<file path="config.mk">
export PLATFORM = sky130hd
export DESIGN_NAME = ansi_sgr_terminal_cursor_engine
export DESIGN_NICKNAME = d
export VERILOG_FILES = /design/src/sv/ascte_pkg.sv /design/src/sv/ascte_ctrl.sv /design/src/sv/ascte_dp.sv /design/src/sv/ansi_sgr_terminal_cursor_engine.sv
export SDC_FILE = /design/constraint.sdc
export NUM_CORES = 1
export LEC_CHECK = 0
export ABC_AREA = 1
export BUFFER_PORTS_ARGS = -buffer_cell sky130_fd_sc_hd__buf_2
export CAP_MARGIN = 20
export CORE_ASPECT_RATIO = 0.7
export CORE_MARGIN = 5
export CORE_UTILIZATION = 30
export CTS_CLUSTER_SIZE = 10
export DETAILED_ROUTE_END_ITERATION = 8
export PLACE_DENSITY = 0.44
export SYNTH_ARGS = -nofsm -noshare
export SYNTH_HDL_FRONTEND = slang
export SYNTH_SLANG_ARGS = --single-unit
</file>
<file path="constraint.sdc">
create_clock -name i_clk -period 6.9 [get_ports i_clk]
set_clock_uncertainty 0.2 [all_clocks]
set_input_delay 1.725 -clock i_clk [delete_from_list [all_inputs] [get_ports i_clk]]
set_output_delay 1.725 -clock i_clk [all_outputs]
set_load 0.005 [all_outputs]
</file>
<file path="src/sv/ascte_pkg.sv">
`default_nettype none
package ascte_pkg;

    localparam int MaxParams = 16;
    localparam int PcntW     = $clog2(MaxParams + 1);
    localparam int PidxW     = $clog2(MaxParams);

    localparam logic [7:0] ChEsc  = 8'h1B;
    localparam logic [7:0] ChLf   = 8'h0A;
    localparam logic [7:0] ChLbr  = 8'h5B;
    localparam logic [7:0] ChSemi = 8'h3B;
    localparam logic [7:0] ChM    = 8'h6D;
    localparam logic [7:0] ChD0   = 8'h30;
    localparam logic [7:0] ChD9   = 8'h39;

    localparam logic [1:0] ActParse = 2'd0;
    localparam logic [1:0] ActGlyph = 2'd1;
    localparam logic [1:0] ActLine  = 2'd2;

    localparam logic [0:0] RegCols = 1'b0;
    localparam logic [0:0] RegRows = 1'b1;

    typedef enum logic [1:0] {MODE_NORMAL, MODE_ESC, MODE_CSI} t_mode;
    typedef enum logic [1:0] {ST_IDLE, ST_EXEC, ST_SGR, ST_DONE} t_state;

    typedef struct packed {
        logic capture;
        logic exec;
        logic sgr_step;
        logic load_out;
    } t_cmd;

    typedef struct packed {
        logic go_sgr;
        logic sgr_done;
        logic out_free;
    } t_status;

    // {red, green, blue}
    function automatic logic [23:0] base_rgb(input logic [3:0] i);
        logic [23:0] v;
        case (i)
            4'd0:    v = {8'd0, 8'd0, 8'd0};
            4'd1:    v = {8'd205, 8'd0, 8'd0};
            4'd2:    v = {8'd0, 8'd205, 8'd0};
            4'd3:    v = {8'd205, 8'd205, 8'd0};
            4'd4:    v = {8'd0, 8'd0, 8'd238};
            4'd5:    v = {8'd205, 8'd0, 8'd205};
            4'd6:    v = {8'd0, 8'd205, 8'd205};
            4'd7:    v = {8'd229, 8'd229, 8'd229};
            4'd8:    v = {8'd127, 8'd127, 8'd127};
            4'd9:    v = {8'd255, 8'd0, 8'd0};
            4'd10:   v = {8'd0, 8'd255, 8'd0};
            4'd11:   v = {8'd255, 8'd255, 8'd0};
            4'd12:   v = {8'd92, 8'd92, 8'd255};
            4'd13:   v = {8'd255, 8'd0, 8'd255};
            4'd14:   v = {8'd0, 8'd255, 8'd255};
            default: v = {8'd255, 8'd255, 8'd255};
        endcase
        return v;
    endfunction

    function automatic logic [7:0] cube_step(input logic [2:0] i);
        logic [7:0] v;
        case (i)
            3'd0:    v = 8'd0;
            3'd1:    v = 8'd95;
            3'd2:    v = 8'd135;
            3'd3:    v = 8'd175;
            3'd4:    v = 8'd215;
            default: v = 8'd255;
        endcase
        return v;
    endfunction

    function automatic logic [23:0] map_256(input logic [7:0] code);
        logic [7:0]  k;
        logic [2:0]  q36;
        logic [7:0]  r36;
        logic [2:0]  q6;
        logic [7:0]  r6;
        logic [7:0]  g;
        logic [23:0] v;
        k = code - 8'd16;
        // cube index split into base-6 digits by compare and subtract
        if (k >= 8'd180)      q36 = 3'd5;
        else if (k >= 8'd144) q36 = 3'd4;
        else if (k >= 8'd108) q36 = 3'd3;
        else if (k >= 8'd72)  q36 = 3'd2;
        else if (k >= 8'd36)  q36 = 3'd1;
        else                  q36 = 3'd0;
        r36 = k - {5'd0, q36} * 8'd36;
        if (r36 >= 8'd30)      q6 = 3'd5;
        else if (r36 >= 8'd24) q6 = 3'd4;
        else if (r36 >= 8'd18) q6 = 3'd3;
        else if (r36 >= 8'd12) q6 = 3'd2;
        else if (r36 >= 8'd6)  q6 = 3'd1;
        else                   q6 = 3'd0;
        r6 = r36 - {5'd0, q6} * 8'd6;
        g = 8'd8 + (code - 8'd232) * 8'd10;
        if (code < 8'd16) begin
            v = base_rgb(code[3:0]);
        end else if (code >= 8'd232) begin
            v = {g, g, g};
        end else begin
            v = {cube_step(q36), cube_step(q6), cube_step(r6[2:0])};
        end
        return v;
    endfunction

endpackage
`default_nettype wire

</file>
<file path="src/sv/ascte_ctrl.sv">
`default_nettype none
module ascte_ctrl (
    input  wire logic              i_clk,
    input  wire logic              i_rst_n,
    input  wire logic              i_in_valid,
    output logic                   o_in_ready,
    input  wire ascte_pkg::t_status i_status,
    output ascte_pkg::t_cmd        o_cmd
);
    import ascte_pkg::*;

    t_state r_state, n_state;

    always_ff @(posedge i_clk) begin
        if (!i_rst_n) begin
            r_state <= ST_IDLE;
        end else begin
            r_state <= n_state;
        end
    end

    always_comb begin
        n_state    = r_state;
        o_cmd      = '0;
        o_in_ready = 1'b0;
        case (r_state)
            ST_IDLE: begin
                o_in_ready = 1'b1;
                if (i_in_valid) begin
                    o_cmd.capture = 1'b1;
                    n_state = ST_EXEC;
                end
            end
            ST_EXEC: begin
                o_cmd.exec = 1'b1;
                n_state = i_status.go_sgr ? ST_SGR : ST_DONE;
            end
            ST_SGR: begin
                if (i_status.sgr_done) begin
                    n_state = ST_DONE;
                end else begin
                    o_cmd.sgr_step = 1'b1;
                end
            end
            ST_DONE: begin
                if (i_status.out_free) begin
                    o_cmd.load_out = 1'b1;
                    n_state = ST_IDLE;
                end
            end
            default: n_state = ST_IDLE;
        endcase
    end
endmodule
`default_nettype wire

</file>
<file path="src/sv/ascte_dp.sv">
`default_nettype none
module ascte_dp (
    input  wire logic              i_clk,
    input  wire logic              i_rst_n,
    input  wire ascte_pkg::t_cmd   i_cmd,
    output ascte_pkg::t_status     o_status,
    input  wire logic [7:0]        i_byte,
    input  wire logic              i_cfg_we,
    input  wire logic [0:0]        i_cfg_index,
    input  wire logic [9:0]        i_cfg_data,
    input  wire logic              i_out_ready,
    output logic                   o_out_valid,
    output logic [1:0]             o_action,
    output logic [79:0]            o_data
);
    import ascte_pkg::*;

    logic [9:0]  r_cols, r_rows;
    logic [7:0]  r_byte;
    t_mode       r_mode;
    logic [15:0] r_store [MaxParams];
    logic [PcntW-1:0] r_cnt;
    logic [15:0] r_cur;
    logic        r_has;
    logic [23:0] r_fore, r_back;
    logic [8:0]  r_col, r_row;
    logic [1:0]  r_res_act;
    logic [7:0]  r_res_glyph;
    logic [8:0]  r_res_col, r_res_row;
    logic        r_res_scroll;
    logic        r_ovalid;
    logic [1:0]  r_oact;
    logic [79:0] r_odata;

    logic [9:0]  cols_c, rows_c;
    logic [9:0]  col_inc, row_inc;
    logic        row_wrap;
    logic [8:0]  row_adv;
    logic        is_digit;
    logic [19:0] cur_mul;
    logic [15:0] cur_next;
    logic [15:0] push_val;
    logic [PcntW-1:0] cnt_push;
    logic        take3;

    assign cols_c = (r_cols == 10'd0) ? 10'd1 : ((r_cols > 10'd512) ? 10'd512 : r_cols);
    assign rows_c = (r_rows == 10'd0) ? 10'd1 : ((r_rows > 10'd512) ? 10'd512 : r_rows);
    assign col_inc  = {1'b0, r_col} + 10'd1;
    assign row_inc  = {1'b0, r_row} + 10'd1;
    assign row_wrap = row_inc >= rows_c;
    assign row_adv  = row_wrap ? 9'(rows_c - 10'd1) : row_inc[8:0];

    assign is_digit = (r_byte >= ChD0) && (r_byte <= ChD9);
    assign cur_mul  = {4'd0, r_cur} * 20'd10 + {12'd0, r_byte[3:0]};
    assign cur_next = (cur_mul > 20'd65535) ? 16'hFFFF : cur_mul[15:0];
    assign push_val = r_has ? r_cur : 16'd0;
    assign cnt_push = (r_cnt < PcntW'(MaxParams)) ? r_cnt + PcntW'(1) : r_cnt;

    // extended color needs two more stored params, the first one being 5
    assign take3 = (r_cnt > PcntW'(2)) && (r_store[1] == 16'd5) &&
                   ((r_store[0] == 16'd38) || (r_store[0] == 16'd48));

    assign o_status.go_sgr   = (r_mode == MODE_CSI) && (r_byte == ChM);
    assign o_status.sgr_done = (r_cnt == '0);
    assign o_status.out_free = !r_ovalid || i_out_ready;

    always_ff @(posedge i_clk) begin
        if (!i_rst_n) begin
            r_cols <= 10'd80;
            r_rows <= 10'd25;
        end else if (i_cfg_we) begin
            if (i_cfg_index == RegCols) begin
                r_cols <= i_cfg_data;
            end else begin
                r_rows <= i_cfg_data;
            end
        end
    end

    always_ff @(posedge i_clk) begin
        if (i_cmd.capture) begin
            r_byte <= i_byte;
        end
        if (i_cmd.exec && r_mode == MODE_CSI && !is_digit &&
            r_cnt < PcntW'(MaxParams)) begin
            r_store[r_cnt[PidxW-1:0]] <= push_val;
        end
        if (i_cmd.sgr_step) begin
            for (int j = 0; j < MaxParams; j++) begin
                if (take3) begin
                    if (j + 3 < MaxParams) r_store[j] <= r_store[j + 3];
                end else begin
                    if (j + 1 < MaxParams) r_store[j] <= r_store[j + 1];
                end
            end
        end
    end

    always_ff @(posedge i_clk) begin
        if (!i_rst_n) begin
            r_mode   <= MODE_NORMAL;
            r_cnt    <= '0;
            r_cur    <= 16'd0;
            r_has    <= 1'b0;
            r_fore   <= 24'hFFFFFF;
            r_back   <= 24'h000000;
            r_col    <= 9'd0;
            r_row    <= 9'd0;
            r_ovalid <= 1'b0;
        end else begin
            if (i_cmd.exec) begin
                r_res_act    <= ActParse;
                r_res_glyph  <= 8'd0;
                r_res_col    <= r_col;
                r_res_row    <= r_row;
                r_res_scroll <= 1'b0;
                if (r_mode == MODE_NORMAL && r_byte != ChEsc) begin
                    if (r_byte == ChLf) begin
                        r_res_act    <= ActLine;
                        r_col        <= 9'd0;
                        r_row        <= row_adv;
                        r_res_col    <= 9'd0;
                        r_res_row    <= row_adv;
                        r_res_scroll <= row_wrap;
                    end else begin
                        r_res_act   <= ActGlyph;
                        r_res_glyph <= r_byte;
                        if (col_inc >= cols_c) begin
                            r_col        <= 9'd0;
                            r_row        <= row_adv;
                            r_res_scroll <= row_wrap;
                        end else begin
                            r_col <= col_inc[8:0];
                        end
                    end
                end else if (r_mode == MODE_NORMAL) begin
                    r_mode <= MODE_ESC;
                end else if (r_mode == MODE_ESC) begin
                    if (r_byte == ChLbr) begin
                        r_mode <= MODE_CSI;
                        r_cnt  <= '0;
                        r_cur  <= 16'd0;
                        r_has  <= 1'b0;
                    end else begin
                        r_mode <= MODE_NORMAL;
                    end
                end else if (is_digit) begin
                    r_cur <= cur_next;
                    r_has <= 1'b1;
                end else begin
                    r_cnt <= cnt_push;
                    r_cur <= 16'd0;
                    r_has <= 1'b0;
                    if (r_byte != ChSemi) begin
                        r_mode <= MODE_NORMAL;
                        if (r_byte != ChM) begin
                            r_cnt <= '0;
                        end
                    end
                end
            end
            if (i_cmd.sgr_step) begin
                r_cnt <= take3 ? r_cnt - PcntW'(3) : r_cnt - PcntW'(1);
                if (take3) begin
                    if (r_store[0] == 16'd38) r_fore <= map_256(r_store[2][7:0]);
                    else                      r_back <= map_256(r_store[2][7:0]);
                end else if (r_store[0] == 16'd0) begin
                    r_fore <= {8'd200, 8'd200, 8'd200};
                    r_back <= 24'h000000;
                end else if (r_store[0] >= 16'd30 && r_store[0] <= 16'd37) begin
                    r_fore <= base_rgb({1'b0, 3'(r_store[0] - 16'd30)});
                end else if (r_store[0] == 16'd39) begin
                    r_fore <= 24'hFFFFFF;
                end else if (r_store[0] >= 16'd40 && r_store[0] <= 16'd47) begin
                    r_back <= base_rgb({1'b0, 3'(r_store[0] - 16'd40)});
                end else if (r_store[0] == 16'd49) begin
                    r_back <= 24'h000000;
                end else if (r_store[0] >= 16'd90 && r_store[0] <= 16'd97) begin
                    r_fore <= base_rgb({1'b1, 3'(r_store[0] - 16'd90)});
                end else if (r_store[0] >= 16'd100 && r_store[0] <= 16'd107) begin
                    r_back <= base_rgb({1'b1, 3'(r_store[0] - 16'd100)});
                end
            end
            if (i_cmd.load_out) begin
                r_ovalid <= 1'b1;
            end else if (i_out_ready) begin
                r_ovalid <= 1'b0;
            end
        end
    end

    always_ff @(posedge i_clk) begin
        if (i_cmd.load_out) begin
            r_oact  <= r_res_act;
            r_odata <= {5'd0, r_res_scroll, r_back[7:0], r_back[15:8], r_back[23:16],
                        r_fore[7:0], r_fore[15:8], r_fore[23:16],
                        r_res_row, r_res_col, r_res_glyph};
        end
    end

    assign o_out_valid = r_ovalid;
    assign o_action    = r_oact;
    assign o_data      = r_odata;
endmodule
`default_nettype wire

</file>
<file path="src/sv/ansi_sgr_terminal_cursor_engine.sv">
// Each byte passes through capture, execute and output load; the SGR final
// byte 'm' adds a walk over the stored parameters (up to 16 steps),
// fewer steps for 38/48;5;n.
// Bytes are taken one at a time, after the previous one is loaded for output.
// A finished word waits in the output register while the next byte is taken.
// Reset (i_rst_n low, synchronous): normal text mode, cursor 0,0, white on black,
// 80 columns by 25 rows, output empty.
`default_nettype none
module ansi_sgr_terminal_cursor_engine (
    input  wire logic        i_clk,
    input  wire logic        i_rst_n,
    input  wire logic        s_axis_tvalid,
    output logic             s_axis_tready,
    input  wire logic [7:0]  s_axis_tdata,   // text_byte
    output logic             m_axis_tvalid,
    input  wire logic        m_axis_tready,
    // glyph[7:0] cell_column[16:8] cell_row[25:17] fore_red[33:26] fore_green[41:34]
    // fore_blue[49:42] back_red[57:50] back_green[65:58] back_blue[73:66] scroll_up[74]
    output logic [79:0]      m_axis_tdata,
    output logic [1:0]       m_axis_tuser,   // action
    input  wire logic        i_cfg_we,
    input  wire logic [0:0]  i_cfg_index,
    input  wire logic [9:0]  i_cfg_data
);
    import ascte_pkg::*;

    t_cmd    cmd;
    t_status status;

    ascte_ctrl u_ctrl (
        .i_clk      (i_clk),
        .i_rst_n    (i_rst_n),
        .i_in_valid (s_axis_tvalid),
        .o_in_ready (s_axis_tready),
        .i_status   (status),
        .o_cmd      (cmd)
    );

    ascte_dp u_dp (
        .i_clk       (i_clk),
        .i_rst_n     (i_rst_n),
        .i_cmd       (cmd),
        .o_status    (status),
        .i_byte      (s_axis_tdata),
        .i_cfg_we    (i_cfg_we),
        .i_cfg_index (i_cfg_index),
        .i_cfg_data  (i_cfg_data),
        .i_out_ready (m_axis_tready),
        .o_out_valid (m_axis_tvalid),
        .o_action    (m_axis_tuser),
        .o_data      (m_axis_tdata)
    );
endmodule
`default_nettype wire

</file>
======== Word-level counts from Yosys, hierarchy flattened ========
Memory sizes are Yosys's and may differ from the RTL's.
Cells that the tools add are included.
cells by class
  $add $sub $neg .......................... 18
  multipliers ............................. 6
  $lt $le $gt $ge ......................... 34
  eq/ne operators ......................... 68
  muxes and demuxes ....................... 139
  bitwise gates (word level) .............. 16
  reduce and logical (&&, ||, !) cells .... 49
operators by type and width
  cell                                                                number
  2-to-1 mux 24 bit                                                   21
  case mux 24 bit (7 select lines)                                    2
  2-to-1 mux 16 bit                                                   19
  case mux 8 bit (5 select lines)                                     6
  2-to-1 mux 3 bit                                                    28
  2-to-1 mux 9 bit                                                    9
  equality test 16 x 6 -> 1 bit, second input constant                4
  2-to-1 mux 5 bit                                                    11
  equality test 3 x 2 -> 1 bit, second input constant                 16
  greater-or-equal comparator 8 x 5 -> 1 bit, second input constant   6
  2-to-1 mux 10 bit                                                   4
  equality test 3 bit, second input constant                          12
  greater-or-equal comparator 16 x 7 -> 1 bit, second input constant  2
  less-or-equal comparator 16 x 6 -> 1 bit, second input constant     2
  less-or-equal comparator 16 x 7 -> 1 bit, second input constant     2
  2-to-1 mux 1 bit                                                    28
  equality test 3 x 1 -> 1 bit, second input constant                 8
  greater-or-equal comparator 8 bit, second input constant            3
  zero test 3 bit                                                     8
  adder 20 x 4 -> 20 bit                                              1
  adder 9 x 1 -> 10 bit, second input constant                        2
  greater-or-equal comparator 10 bit                                  2
  > comparator 10 bit, second input constant                          2
  > comparator 20 x 16 -> 1 bit, second input constant                1
  60 further kinds                                                    131
storage, ports and cells
  flip-flop bits (word level) ............. 227
  RAM bits ................................ 256
  memory bits (read-only) ................. 1,072
  input bits .............................. 24
  output and inout bits ................... 84
  logic and storage cells ................. 355
  memories ................................ 5
memory list
  name              depth  bits a word  rd ports  clocked after memory_dff  write ports  RTL line         source
  (name not given)  16     24           1         0                         0            ascte_pkg.sv:42  case (i)
  (name not given)  16     24           1         0                         0            ascte_pkg.sv:42
  u_dp.r_store      16     16           16        0                         15           ascte_dp.sv:21   logic [15:0] r_store [MaxParams];
  (name not given)  8      19           1         0                         0            ascte_pkg.sv:42
  (name not given)  8      19           1         0                         0            ascte_pkg.sv:42

======== Logic depth before layout (Yosys ltp) ========
Gate-level depths: netlist of the first run.
An unclocked memory read counts as a cell.
  depth in word-level cells ............... 32
  depth in mapped cells ................... 32
  mapped depth without buffers ............ 32

======== By module ========
A second synthesis of the first run with hierarchy kept.
unflattened totals
  cell total of the unflattened synthesis .. 2,830
  area total of the unflattened synthesis .. 25,433.1 um^2
modules (own cells, without submodules)
  module      instances  cells each  area an instance (um^2)  seq. area each (um^2)
  ascte_dp    1          2,795       25,205.4                 13,332.8
  ascte_ctrl  1          35          227.7                    40.0

======== Worst setup path before layout of the first run ========
No wires, ideal clock.
  path kind ............................... input to register
  from .................................... input m_axis_tready
  to ...................................... register u_dp.r_oact[0] (netlist: u_dp.o_action[0]) (enable)
  library setup time ...................... 0.537 ns
  arrival ................................. 5.496 ns
  required time ........................... 6.163 ns
  path slack .............................. 0.666 ns
  cell stages on the path ................. 2
  path through ............................ inv_1 a21oi_1
RTL lines
  what                  RTL line                               source
  from (decl)           ansi_sgr_terminal_cursor_engine.sv:16  input wire logic m_axis_tready,
  to (signal assigned)  ascte_dp.sv:194                        r_oact <= r_res_act;
  to (decl)             ascte_dp.sv:32                         logic [1:0] r_oact;

==> impl_results.md, run 1 <==
- Maxcap violations: 0
- Clk network pwr share: 0.437
- Count leader, synth: inv_1
- Most frequent CP cell: nand2_1
- Worst Path Required: 7.18 ns
- Port bufs: 102
- Largest cells by area after synthesis: edfxtp_1 44%, dfxtp_1 8.9%, o221ai_1 6.9%, inv_1 6.7%, nand2_1 6.4%
- Grt total ovfl: 0
- GPL Wtd Cong: 0.863
- First-pass GRT wire length: 114 mm
- Synthesis-to-layout area growth: 13.5%
- Synth cell types: 63
- Crit end category: register
- EDFF count, synth: 370
- GRT Total Usage: 0.160
- Maximum VDD drop: 0.189 mV
- CTS max path bufs: 3
- Worst min path class: register to register
- Setup TNS: 0 ns
- Switching share of power: 0.234
- DP Cell Count: 3,823
- Leak: 12.1 nW
- Initial Util: 0.301
- Final Hold Viols: 0
- Worst Tran Pin Value: 1.01 ns
- Crit-path slowest cell: edfxtp_1
- Largest net degree at the start of global routing: 119
- CTS resizes: 0
- Power share of the combinational group: 0.061
- Fin cells: 3,927
- Worst-path clk slew: 0.06 ns
- Dpl hpwl: 53.6 mm
- I/O Pins: 108
- DR DRC count: 0
- CP arrival: 5.77 ns
- WL final: 73.2 mm
- Share of post-route cells with drive strength above 1: 0.103
- Row cnt: 89
- 1st-iter DRT viols: 1,697
- Avg Synthesized Cell Area: 9.48 um^2
- Initial antenna violation count: 2
- Nets: 2,879
- Fmax: 0.182 GHz
- Top cell type's share of synthesized area: 0.439
- Kind of critical path: register to register
- Tmin final: 5.49 ns
- Status: finished, final reports clean
- Core area: 84,000 um^2
- Vias in the first global route: 18,700
- Worst skew pair latency: 0.63 ns
- Max incr delay on CP: 0.72 ns
- Post-DRT Antenna Nets: 0
- Die X-Extent: 357 um
- Yosys warning total: 0
- Synth Instances: 2,668
- CTS Buf Count: 57
- Most used DFF post-synth: edfxtp_1
- Reg power frac: 0.503
- Hold_buf cts: 0
- Yosys top cell by area: edfxtp_1
- Crit share post-route: 0.795
- RSZ-0062 raised after global routing: false
- Clock Tree Root: clkbuf_16
- Sequential share of the synthesized area: 0.528
- Crit path max fanout: 11
- Drt first pass iters: 7
- CTS tree: built
- H-tree depth: 2
- Cell Pwr Density: 227 nW/um^2
- Post-DR vias/cell: 4.94
- Max Slew Vio Count: 0
- Setup bufs post-CTS: 0
- CTS Sinks: 483
- Synthesized cell area: 25,300 um^2
- Asr flop ratio synth: 0
- Full die area: 90,300 um^2
- Critical Path Source Type: register
- Final setup violation count: 0
- DR WL/cell: 18.6 um
- P_int: 0.00501 W
- Die height: 253 um
- Max_slew headroom: 0.328
- Top post-synthesis cells by count: 455 x inv_1, 434 x nand2_1, 370 x edfxtp_1
- Seq cells post-synth: 483
- DR vias: 19,400
- P_sw: 0.00153 W
metal layers:
layer  track usage  vias to the layer above  part of all wire
met1         0.255                     9307              0.53
met5             0                        -                 0
li1              -                     9502                 -
met4        0.0343                        0             0.018
met3        0.0260                       93             0.056
met2         0.224                      489              0.40
cell usage in the layout, fill, tap and decap left out, types with 14 or more instances in the layout:
cell / n
a21oi_1: 119
nand4_1: 38
ha_1: 104
buf_2: 102
nand2_1: 432
dfxtp_1: 113
inv_1: 455
o21ai_1: 31
o21ai_0: 140
inv_2: 14
buf_4: 26
nand3_1: 123
o221ai_1: 199
clkbuf_1: 35
a31oi_1: 19
nor3_1: 26
nor2_1: 162
clkbuf_16: 59
o211ai_1: 23
xor2_1: 33
edfxtp_1: 370
worst paths after layout:
path / slack (ns) / cells past startpoint / start / endpoint
max reg2reg: 1.41 / 28 / u_dp.r_store[2][3] / u_dp.r_fore[0]
max: 1.41 / 28 / u_dp.r_store[2][3] / u_dp.r_fore[0]
min: 0.22 / 0 / u_dp.r_res_col[3] / u_dp.o_data[11]
min reg2reg: 0.22 / 0 / u_dp.r_res_col[3] / u_dp.o_data[11]
sequential cells by signal (all words and copies together) (netlist names), 5 cells and up:
name and cells:
u_dp.r_back 24, u_dp.r_res_row 9, u_dp.o_data 75, u_dp.r_res_col 9, u_dp.r_byte 8, u_dp.r_cur 16
u_dp.r_rows 10, u_dp.r_cols 10, u_dp.r_store 256, u_dp.r_cnt 5, u_dp.r_col 9, u_dp.r_fore 24
u_dp.r_row 9, u_dp.r_res_glyph 8
worst max-delay path: cells and delay by family (launching register included):
kind                       cells  cell delay [ns]
xor gates and xnor gates       3             0.78
DFF                            1             0.72
adders and majority gates      4             1.21
AOI/OAI and AO/OA              2             0.29
and+or+nand+nor               13             1.38
buffers and inverters          6             0.74
power by group through the flow:
| stage | Combinational, W | Clock [W] | Sequential [W] |
|---|---|---|---|
| final | 0.000396 | 0.00285 | 0.00328 |
| after global routing | 0.000450 | 0.00306 | 0.00329 |
| after CTS | 0.000403 | 0.00295 | 0.00328 |
| after detailed placement | 0.000401 | 0 | 0.00334 |
| after global placement | 0.000398 | 0 | 0.00334 |
| after floorplan | 0.000246 | 0 | 0.00334 |
stage by stage:
stage / utilization / hold slack (ns) / worst slack [ns] / power, W / cell area [um^2]
final: 0.342 / 0.217 / 1.41 / 0.00653 / 28700
after global routing: 0.342 / 0.227 / 0.794 / 0.00681 / 28700
after global placement: 0.321 / 0.203 / 1.50 / 0.00374 / 27000
after CTS: 0.342 / 0.219 / 1.48 / 0.00664 / 28700
after floorplan: - / 0.200 / 0.666 / 0.00359 / 25300
after detailed placement: 0.321 / 0.205 / 1.49 / 0.00374 / 27000
layout make-up:
cell class	count	area, um^2
flip-flops and latches	483	13400
clock buffers	94	1610
clock inverters	8	124
repair buffers	130	746
multi-input cells	1596	9650
fillers	8705	55200
diodes	1	2.50
well taps	1137	1420
inverters	478	1810
cell families after synthesis:
logic type | synth area share
xor gates and xnor gates | 0.0162
other | 0.000148
DFF | 0.528
and+or+nand+nor | 0.149
muxes | 0.00198
buffers and inverters | 0.0946
adders and majority gates | 0.0554
AOI/OAI and AO/OA | 0.154
Power figures use the tool's default switching activity.
==> run 2, diff against run 1 <==
PLACE_DENSITY = 0.45   (was 0.44)
clock period = 4.7 ns   (was 6.9 ns; I/O delays follow)
==> run 2 against run 1 <==
Net effect: global-route usage decreased by 0.12 points; sequential power increased by 47%; critical endpoint unchanged; design area increased by 1.4%; register-to-register slack got worse by 1.1 ns; largest power group unchanged.
==> impl_results.md, run 2 (synthesis gave the netlist of run 1 again) <==
- Status: finished, final reports clean
- Kind of critical path: register to register
- Vias in the first global route: 18,900
- Full die area: 90,300 um^2
- Hold_buf cts: 0
- DR WL/cell: 18.5 um
- Grt total ovfl: 0
- First-pass GRT wire length: 113 mm
- Crit-path slowest cell: fa_2
- DR vias: 19,600
- Nets: 2,915
- DR DRC count: 0
- I/O Pins: 108
- Crit end category: register
- Commonest non-fill, non-tap cells in the layout: 450 x inv_1, 425 x nand2_1, 370 x edfxtp_1
- Max reg flops: 256
- Worst Path Required: 4.98 ns
- Max_slew headroom: 0.266
- H-tree depth: 2
- Fmax: 0.226 GHz
- Dpl hpwl: 53.4 mm
- Crit path max fanout: 4
- Most common cell after layout, fill and taps aside: inv_1
- Tmin final: 4.43 ns
- Cell Pwr Density: 325 nW/um^2
- Initial antenna violation count: 1
- Crit share post-route: 0.942
- WL final: 73.1 mm
- Clock Tree Root: clkbuf_16
- Drt first pass iters: 5
- CTS Buf Count: 56
- Row cnt: 89
- Worst-path clk slew: 0.06 ns
- Post-DRT Antenna Nets: 0
- CP arrival: 4.71 ns
- Most frequent CP cell: nand2_1
- Core area: 84,000 um^2
- Final setup violation count: 0
- Post-DR vias/cell: 4.94
- Worst hold margin: 0.218 ns
- Worst min path class: register to register
- Fillcell total: 8,648
- CTS Sinks: 483
- CTS tree: built
- GPL Wtd Cong: 0.896
- Biggest register: u_dp.r_store
- Maxcap violations: 0
- Leak: 12.3 nW
- Max Slew Vio Count: 0
- Largest net degree at the start of global routing: 108
- Die X-Extent: 357 um
- Maximum VDD drop: 0.273 mV
- Worst Tran Pin Value: 1.09 ns
- Max incr delay on CP: 0.45 ns
- CTS max path bufs: 3
- Critical Path Source Type: register
- GRT Total Usage: 0.158
- Final Hold Viols: 0
- Initial Util: 0.301
- Core Util, Final: 0.347
- Port bufs: 102
- Synthesis-to-layout area growth: 15.1%
- Share of post-route cells with drive strength above 1: 0.125
- Worst skew pair latency: 0.63 ns
- 1st-iter DRT viols: 1,810
- Die height: 253 um
## run 2: changes by cell type in the layout (fill, tap and decap cells not counted), moves of 4 or more
cell,before,now
a21oi_1,119,113
a21oi_2,2,8
buf_12,2,6
buf_4,26,58
clkbuf_1,35,31
inv_1,455,450
inv_2,14,19
nand2_1,432,425
nand2_2,8,15
## run 2: layout make-up
cell class	count	area [um^2]	share of cell area
Antenna cell	1	2.50	0.0000859
Clock buffer	90	1570	0.0539
Clock inverter	7	100	0.00344
Inverter	478	1810	0.0623
Multi-Input combinational cell	1596	9760	0.335
Sequential cell	483	13400	0.459
Tap cell	1137	1420	0.0488
Timing Repair Buffer	167	1080	0.0370
## run 2: critical path, delay by kind of cell, from the launching register on
family	cells	cell delay [ns]
buf+inv	6	0.68
simple gates	9	0.81
flops	1	0.41
fa+ha+maj	4	1.01
xor+xnor	2	0.36
compound gates	6	0.82
## run 2: report_power, final
part | internal [W] | total [W] | switching, W
registers | 0.00474 | 0.00482 | 0.0000740
logic | 0.000183 | 0.000596 | 0.000413
clock network | 0.00233 | 0.00407 | 0.00174
## run 2: path summary, 6_finish.rpt
path | slack (ns) | depth (start not counted) | from | to
setup / recovery | 0.27 | 27 | u_dp.r_store[2][4] | u_dp.r_fore[0]
hold reg to reg | 0.22 | 0 | u_dp.r_res_col[5] | u_dp.o_data[13]
setup reg to reg | 0.27 | 27 | u_dp.r_store[2][4] | u_dp.r_fore[0]
hold / removal | 0.22 | 0 | u_dp.r_res_col[5] | u_dp.o_data[13]
## run 2: per-stage QoR
stage               cell area (um^2)  setup WS [ns]  power, W  std cells  setup TNS, ns
floorplan                      25300          0.328   0.00526       2672              0
global placement               27300          0.162   0.00550       3858              0
detailed placement             27300          0.105   0.00551       3858              0
CTS                            29000         0.0831   0.00963       3955              0
global route                   29100        -0.0282   0.00987       3958        -0.0721
finish                         29100          0.273   0.00948       3959              0
## run 2: what timing repair did
item,in CTS,in global routing
setup endpoints to repair,0,25
buffers inserted,0,3
resized for setup,0,40
## run 2: layer usage
metal	vias to the layer above	global-route usage	share of wire	wire length, um
met5	-	0	0	0
met4	0	0.0338	0.017	1230
met3	90	0.0277	0.058	4210
met2	523	0.225	0.41	30000
met1	9395	0.250	0.52	37700
li1	9561	-	-	-
